<file path="src/hdl/sts_pkg.sv">
// Shared types and codes for the software timer scheduler.
package sts_pkg;

    localparam int TIME_W  = 32;
    localparam int COUNT_W = 16;
    localparam int TAG_W   = 8;
    localparam int OSLOT_W = 4;
    localparam int RESULT_LIMIT = 16;

    typedef enum logic [1:0] {
        CMD_TICK   = 2'd0,
        CMD_CREATE = 2'd1,
        CMD_CANCEL = 2'd2,
        CMD_NONE   = 2'd3
    } cmd_t;

    typedef enum logic [1:0] {
        KIND_CREATED   = 2'd0,
        KIND_NOFREE    = 2'd1,
        KIND_CANCELLED = 2'd2,
        KIND_EXPIRED   = 2'd3
    } kind_t;

    typedef enum logic [2:0] {
        ST_IDLE,
        ST_SCAN,
        ST_FIRE,
        ST_OUT
    } state_t;

    // Cell-chain candidate: earliest due slot seen so far.
    typedef struct packed {
        logic              found;
        logic [TIME_W-1:0] dl;
        logic [6:0]        idx;
    } cand_t;

    // Per-cycle command to the cell row.
    typedef struct packed {
        logic              create;
        logic              fire;
        logic              cancel;
        logic [6:0]        sel;
        logic [TIME_W-1:0] now;
    } cell_ctl_t;

endpackage

</file>
<file path="src/hdl/sts_cell.sv">
// One timer slot cell: holds slot state and passes the scan candidate along.
module sts_cell
    import sts_pkg::*;
#(
    parameter logic [6:0] INDEX = 7'd0
)
(
    input  logic              clk,
    input  logic              rst_n,
    input  cell_ctl_t         ctl,
    input  logic [TIME_W-1:0] interval,
    input  logic [COUNT_W-1:0] repeat_count,
    input  logic [TAG_W-1:0]  target,
    input  logic [TAG_W-1:0]  event_code,
    input  logic              scan_en,
    input  logic              due_in,
    input  logic              free_in,
    output logic              free_out,
    input  cand_t             cand_in,
    output cand_t             cand_out,
    output logic              active,
    output logic              due,
    output logic [TAG_W-1:0]  tgt,
    output logic [TAG_W-1:0]  evt
);

    logic               active_reg, active_next;
    logic               due_reg, due_next;
    logic [TIME_W-1:0]  dl_reg, dl_next;
    logic [TIME_W-1:0]  per_reg, per_next;
    logic [COUNT_W-1:0] rem_reg, rem_next;
    logic [TAG_W-1:0]   tgt_reg, tgt_next;
    logic [TAG_W-1:0]   evt_reg, evt_next;
    cand_t              cand_reg, cand_next;
    logic [COUNT_W-1:0] rem_dec;
    logic               mine;
    logic               better;

    assign mine = (ctl.sel == INDEX);
    assign free_out = free_in & active_reg;
    assign rem_dec = (!rem_reg[COUNT_W-1] && rem_reg != '0) ? rem_reg - 1'b1 : rem_reg;
    assign better = due_reg && (!cand_in.found || dl_reg < cand_in.dl);

    // hand the candidate to the next cell through a register
    always_comb
    begin
        cand_next = cand_in;
        if (better)
        begin
            cand_next.found = 1'b1;
            cand_next.dl    = dl_reg;
            cand_next.idx   = INDEX;
        end
    end

    always_comb
    begin
        active_next = active_reg;
        due_next    = due_reg;
        dl_next     = dl_reg;
        per_next    = per_reg;
        rem_next    = rem_reg;
        tgt_next    = tgt_reg;
        evt_next    = evt_reg;
        if (scan_en)
        begin
            // latch the due set once, at the start of the tick
            due_next = due_in & active_reg & (dl_reg <= ctl.now);
        end
        if (ctl.create && mine)
        begin
            active_next = 1'b1;
            per_next    = interval;
            dl_next     = ctl.now + interval;
            rem_next    = repeat_count;
            tgt_next    = target;
            evt_next    = event_code;
        end
        if (ctl.cancel && mine)
        begin
            active_next = 1'b0;
        end
        if (ctl.fire && mine)
        begin
            due_next = 1'b0;
            rem_next = rem_dec;
            if (rem_dec != '0)
            begin
                dl_next = ctl.now + per_reg;
            end
            else
            begin
                active_next = 1'b0;
            end
        end
    end

    always_ff @(posedge clk or negedge rst_n)
    begin
        if (!rst_n)
        begin
            active_reg <= 1'b0;
            due_reg    <= 1'b0;
            cand_reg   <= '0;
        end
        else
        begin
            active_reg <= active_next;
            due_reg    <= due_next;
            cand_reg   <= cand_next;
        end
    end

    always_ff @(posedge clk)
    begin
        dl_reg  <= dl_next;
        per_reg <= per_next;
        rem_reg <= rem_next;
        tgt_reg <= tgt_next;
        evt_reg <= evt_next;
    end

    assign cand_out = cand_reg;
    assign active   = active_reg;
    assign due      = due_reg;
    assign tgt      = tgt_reg;
    assign evt      = evt_reg;

endmodule

</file>
<file path="config.mk">
export PLATFORM = sky130hd
export DESIGN_NAME = sts_cell
export DESIGN_NICKNAME = d
export VERILOG_FILES = /design/src/hdl/sts_pkg.sv /design/src/hdl/sts_cell.sv
export SDC_FILE = /design/constraint.sdc
export NUM_CORES = 1
export LEC_CHECK = 0
export BUFFER_PORTS_ARGS = -buffer_cell sky130_fd_sc_hd__buf_2
export CAP_MARGIN = 10
export CORE_MARGIN = 1.5
export CORE_UTILIZATION = 40
export DETAILED_ROUTE_END_ITERATION = 8
export GPL_ROUTABILITY_DRIVEN = 0
export GPL_TIMING_DRIVEN = 0
export MAX_ROUTING_LAYER = met4
export SETUP_SLACK_MARGIN = 0.2
export SLEW_MARGIN = 25
export SYNTH_ARGS = -nofsm -noshare
export SYNTH_HDL_FRONTEND = slang
export SYNTH_SLANG_ARGS = --single-unit
</file>
<file path="constraint.sdc">
create_clock -name clk -period 3.5 [get_ports clk]
set_input_delay 0.175 -clock clk [delete_from_list [all_inputs] [get_ports clk]]
set_output_delay 0.175 -clock clk [all_outputs]
set_load 0.005 [all_outputs]
</file>
-- After elaboration in Yosys (flattened, before gate mapping)
Index checks and enable logic that the tools add are counted.
- bits in registers: 138
- logic and storage cells: 44
- add/subtract/negate cells: 3
- $lt $le $gt $ge: 2
- muxes and demuxes: 13
- bitwise logic cells: 3
- reductions and logical operators: 13
- operator list (operator ; number):
    2-to-1 mux 32 bit ; 3
    adder 32 bit ; 2
    2-to-1 mux 16 bit ; 3
    2-to-1 mux 40 bit ; 1
    less-or-equal comparator 32 bit ; 1
    less-than comparator 32 bit ; 1
    nonzero test 16 bit ; 2
    subtractor 16 x 1 -> 16 bit (second input constant) ; 1
    logical NOT 7 bit ; 1
    2-to-1 mux 1 bit ; 6
    logical AND 1 bit ; 5
    nonzero test 2 bit ; 2
    AND 1 bit ; 3
    logical NOT 1 bit ; 2
    logical OR 1 bit ; 1

-- Depth between registers and ports, before layout
- depth in word-level cells: 6
- depth in mapped cells: 14
- gate-level depth less buffers: 12

-- Worst setup path after synthesis
Ideal clock, no wire load.
- path type: input port to flip-flop
- start: input ctl[34] (netlist bit)
- end: register dl_reg[17]
- library setup time: 0.129 ns
- arrival time: 3.259 ns
- path slack: 0.112 ns
- stages on the path: 7
- path through: or4_1 > nor4_1 > nand2_1 > inv_1 > clkbuf_1 > mux2i_1 > mux2i_1
- longest elaborated chain between the ends: 5
- elaborated cells between the ends (all ways): 6
- RTL lines (item ; line ; RTL):
    start: declaration ; sts_cell.sv:10 ; input cell_ctl_t ctl,
    logical NOT 7 bit (*) ; sts_cell.sv:39 ; assign mine = (ctl.sel == INDEX);
    logical AND 1 bit ; sts_cell.sv:70 ; if (ctl.create && mine)
    2-to-1 mux 32 bit ; sts_cell.sv:70 ;
    2-to-1 mux 32 bit ; sts_cell.sv:87 ; if (rem_dec != '0)
    2-to-1 mux 32 bit (*) ; sts_cell.sv:83 ; if (ctl.fire && mine)
    via dl_next[17] ; sts_cell.sv:29 ; logic [TIME_W-1:0] dl_reg, dl_next;
    end signal: assignment ; sts_cell.sv:116 ; dl_reg <= dl_next;
    end: declaration ; sts_cell.sv:29 ;
Mark *: on every way through the listed nets, which the timed path passes. The rest lies on a longest branch.
A chain may end at the register's enable or synchronous reset.

-- Worst setup path in the final report
- start: register per_reg[15]
- end: register dl_reg[31]
- longest elaborated chain between the ends: 3
- RTL lines (item ; line ; RTL):
    start: declaration ; sts_cell.sv:30 ; logic [TIME_W-1:0] per_reg, per_next;
    start signal: assignment ; sts_cell.sv:117 ; per_reg <= per_next;
    adder 32 bit ; sts_cell.sv:89 ; dl_next = ctl.now + per_reg;
    2-to-1 mux 32 bit ; sts_cell.sv:87 ;
    2-to-1 mux 32 bit ; sts_cell.sv:83 ;
    via dl_next[31] ; sts_cell.sv:29 ;
The timed path passes the listed nets, and every way through them passes these cells.

==> impl_results.md <==
* Wire length of the first global-routing pass at 47.40 mm
* First-pass DRT Iterations at 5
* Count of flip-flops with a built-in enable after synthesis at 64
* Top cells by area, synth: sky130_fd_sc_hd__edfxtp_1 19%, sky130_fd_sc_hd__ha_1 15%, sky130_fd_sc_hd__dfrtp_1 10%
* Final std cell area, no fill at 13,320 um2
* Critical R2R Launch: per_reg[15]
* Pin count of the biggest net entering global routing at 45
* Ant diodes at 0
* Synth Cell Area at 10,380 um2
* Most frequent cell after synthesis: sky130_fd_sc_hd__ha_1
* Non-filler cells, final at 1,774
* Stage delay of the slowest cell on the critical path at 0.41 ns
* Number of ports placed on the die boundary at 210
* Clock insertion delay at the later pin of the skew report at 0.43 ns
* Setup skew after layout at 0.008881 ns
* Crit path capture: dl_reg[31]
* Aggregate global routing overflow at 0
* Minimum setup slack among reg-to-reg paths at 0.39 ns
* Fraction of final layout cells with drive strength greater than 1 at 0.2244
* Number of core rows at 58
* Cell type with the largest total area after synthesis: sky130_fd_sc_hd__edfxtp_1
* Cells along the critical path: ha_1 > clkbuf_1 > nand4_1 > nor3_1 > o2111ai_1 > a21oi_1 > o221ai_1 > o21ai_0 > xnor2_1 > o22ai_1
* Clk root buf: sky130_fd_sc_hd__clkbuf_16
* Startpoint of the worst setup timing path: per_reg[15]
* Die area at 26,940 um2
* Placed Cells incl. Taps at 1,658
* Min-delay worst type: input pin to flop
* Number of buffer and inverter stages on the critical path at 1
* Deepest level of the CTS H-tree at 4
* Routed wire length per instance at 17.44 um
* Rel. slew slack at 0.4489
* Clock buffer depth at 2
* Reg area at 3613 um2
* Slowest library cell on the worst path: sky130_fd_sc_hd__edfxtp_1
* Vias in the first global route at 9,002
* Fin crit share at 0.8899
* Largest fanout on the critical path at 7
* Critical path startpoint category: flop
* Final antenna-violating net count at 0
* Starting density of the core at 0.4100
* Synth unique cells at 81
* Total CTS buffers at 17
* Number of max-slew violations in the final report at 0
* Count of maximum capacitance violations at 0
* Horizontal die dimension at 164.1 um
* Nature of the critical path endpoint: flop
* Arr. time, crit path at 3.43 ns
* Worst voltage drop across the vdd grid at 269.0 uV
* Crit path depth at 10
* Number of endpoints with negative hold slack in the final report at 0
* Synth top cells by count: 126 x sky130_fd_sc_hd__ha_1, 106 x sky130_fd_sc_hd__nand2_1, 94 x sky130_fd_sc_hd__a21oi_1
* Fin crit period at 3.115 ns
* Clk pin slew, worst setup/hold paths at 0.06 ns
* Maximum clock frequency at 321.1 MHz
* Clock tree from TritonCTS: yes
* Mean Syn Cell Area at 9.288 um2
* Count of final setup violators at 0
* Number of buffers added on ports at 209
* Slew of the pin with the lowest slew margin at 0.8190 ns
* Final HPWL DP at 24.64 mm
* Number of sinks on the clock net at 138
* Die boundary height at 164.1 um
* Run status: complete, no violations
* DRT iter0 DRCs at 555
* Power density over the cells at 385.8 nW/um2
* CP Class: flop to flop
* Fill cell count at 2,388
* Wire length reported by the detailed router at 30.94 mm
* Post-synthesis register bit count at 138
* Net count, final at 1,710
* Area growth syn-to-layout at 28.27%
* Number of remaining DRC errors at 0
* Area share of the leading cell type in the synthesized netlist at 0.1851
* Syn_nets at 1,397
* Path depth of the worst reg2reg path at 10
* Number of flip-flops in the largest register at 40
* Antenna violations before repair at 0
* Routed vias/inst at 5.334
* Area occupied by multi-input gates at 6299 um2
* Worst endpoint required time at 3.82 ns
* Sequential fraction of the synthesis area at 0.3480
* Overall global routing resource usage at 0.2374
* RSZ-0062 raised after global routing: no
* Instance area at placement at 11,870 um2
* Endpoint of the worst-slack reg-to-reg timing path: dl_reg[31]
* Core Area at 25,330 um2
* Dominant register cell in the synthesized netlist: sky130_fd_sc_hd__edfxtp_1
* Cell count after synthesis at 1,118
* Number of warnings printed during yosys synthesis at 0
* Fraction of registers with async set/reset at 0.3043
* Overall via count from detail_route at 9,462
* Largest delay share family, worst path: compound AO/OA/AOI/OAI gates
* Leakage component of the power at 6.175 nW
==> how the worst min path moves through the flow <==
stage / start / to / slack, ns / cells after the start
CTS: cand_in[21] / cand_out[21] / 0.0001 / 2
global route: cand_in[21] / cand_out[21] / 0.008 / 2
detailed placement: event_code[5] / evt[5] / 0.35 / 1
global placement: event_code[7] / evt[7] / 0.35 / 1
floorplan: rst_n / active / -0.12 / 0
finish: repeat_count[11] / rem_reg[11] / 0.007 / 3
==> placed cells by master (no fill, tap or decap), types with 20 or more instances in the layout <==
cell type | Yosys | layout
sky130_fd_sc_hd__buf_2 | 9 | 215
sky130_fd_sc_hd__ha_1 | 126 | 126
sky130_fd_sc_hd__nand2_1 | 106 | 105
sky130_fd_sc_hd__a21oi_1 | 94 | 94
sky130_fd_sc_hd__inv_1 | 83 | 83
sky130_fd_sc_hd__dlygate4sd3_1 | 0 | 79
sky130_fd_sc_hd__o21ai_0 | 71 | 70
sky130_fd_sc_hd__edfxtp_1 | 64 | 64
sky130_fd_sc_hd__nor2_1 | 51 | 51
sky130_fd_sc_hd__a21o_1 | 42 | 42
sky130_fd_sc_hd__dfrtp_1 | 42 | 42
sky130_fd_sc_hd__xnor2_1 | 34 | 34
sky130_fd_sc_hd__mux2_2 | 32 | 32
sky130_fd_sc_hd__dfxtp_1 | 32 | 32
sky130_fd_sc_hd__xor2_1 | 31 | 31
sky130_fd_sc_hd__nand4_1 | 28 | 28
sky130_fd_sc_hd__clkbuf_1 | 20 | 21
sky130_fd_sc_hd__nor3_1 | 20 | 20
==> layer usage <==
layer  track usage  vias to the layer above  share of wire  routed length, um
met5             -                        -              0                  0
met1        0.3212                     4388           0.48              14800
met2        0.3696                      291           0.45              13890
met4       0.06942                        0          0.021                647
met3       0.03182                       41          0.052               1604
li1              -                     4742              -                  -
==> layout make-up <==
cell class                      instances  area share
Tap cell                              330     0.03100
Timing Repair Buffer                  294      0.1439
Clock buffer                           19     0.03250
Multi-Input combinational cell        862      0.4729
Clock inverter                         13     0.01099
Buffer                                 35     0.01400
Sequential cell                       138      0.2713
Inverter                               83     0.02339
==> worst min-delay path: cells and delay by family <==
family / cells / cell delay [ns]
and+or+nand+nor: 2 / 0.09
buffers and inverters: 1 / 0.08
==> timing repair <==
| action | in CTS | in global routing |
|---|---|---|
| endpoints found under the hold margin | 120 | 0 |
| hold buffers | 79 | 0 |
| buffers inserted | 2 | 3 |
| resized for setup | 0 | 8 |
| pin swaps | 1 | 2 |
| setup endpoints to repair | 1 | 47 |
==> stage by stage <==
step / TNS, ns / setup WS [ns] / utilization / total power [mW] / hold WS (ns)
floorplan: 0 / 0.6786 / - / 2.801 / -0.1206
global placement: -13.87 / -0.3985 / 0.4676 / 3.245 / 0.3519
finish: 0 / 0.3854 / 0.5259 / 5.139 / 0.007367
global route: 0 / 0.2239 / 0.5259 / 5.423 / 0.008149
detailed placement: -1.783 / -0.1125 / 0.4688 / 3.268 / 0.3534
CTS: 0 / 0.2087 / 0.5235 / 5.166 / 0.0001403
==> power breakdown <==
part / total, mW / internal (mW) / switching, mW
registers: 1.96 / 1.84 / 0.128
clock network: 1.81 / 1.05 / 0.755
logic: 1.36 / 0.659 / 0.705
total: 5.14 / 3.55 / 1.59
==> kinds of logic (layout without fill, tap and decap cells) <==
family,count (synthesis),after routing,share of synthesized area
and+or+nand+nor,299,299,0.1466
adders and majority gates,128,128,0.1557
DFF,138,138,0.3480
muxes,37,37,0.03952
AOI/OAI and AO/OA,333,333,0.2082
xor gates and xnor gates,65,65,0.05483
buffers and inverters,118,444,0.04711
Power figures use the tool's default switching activity.
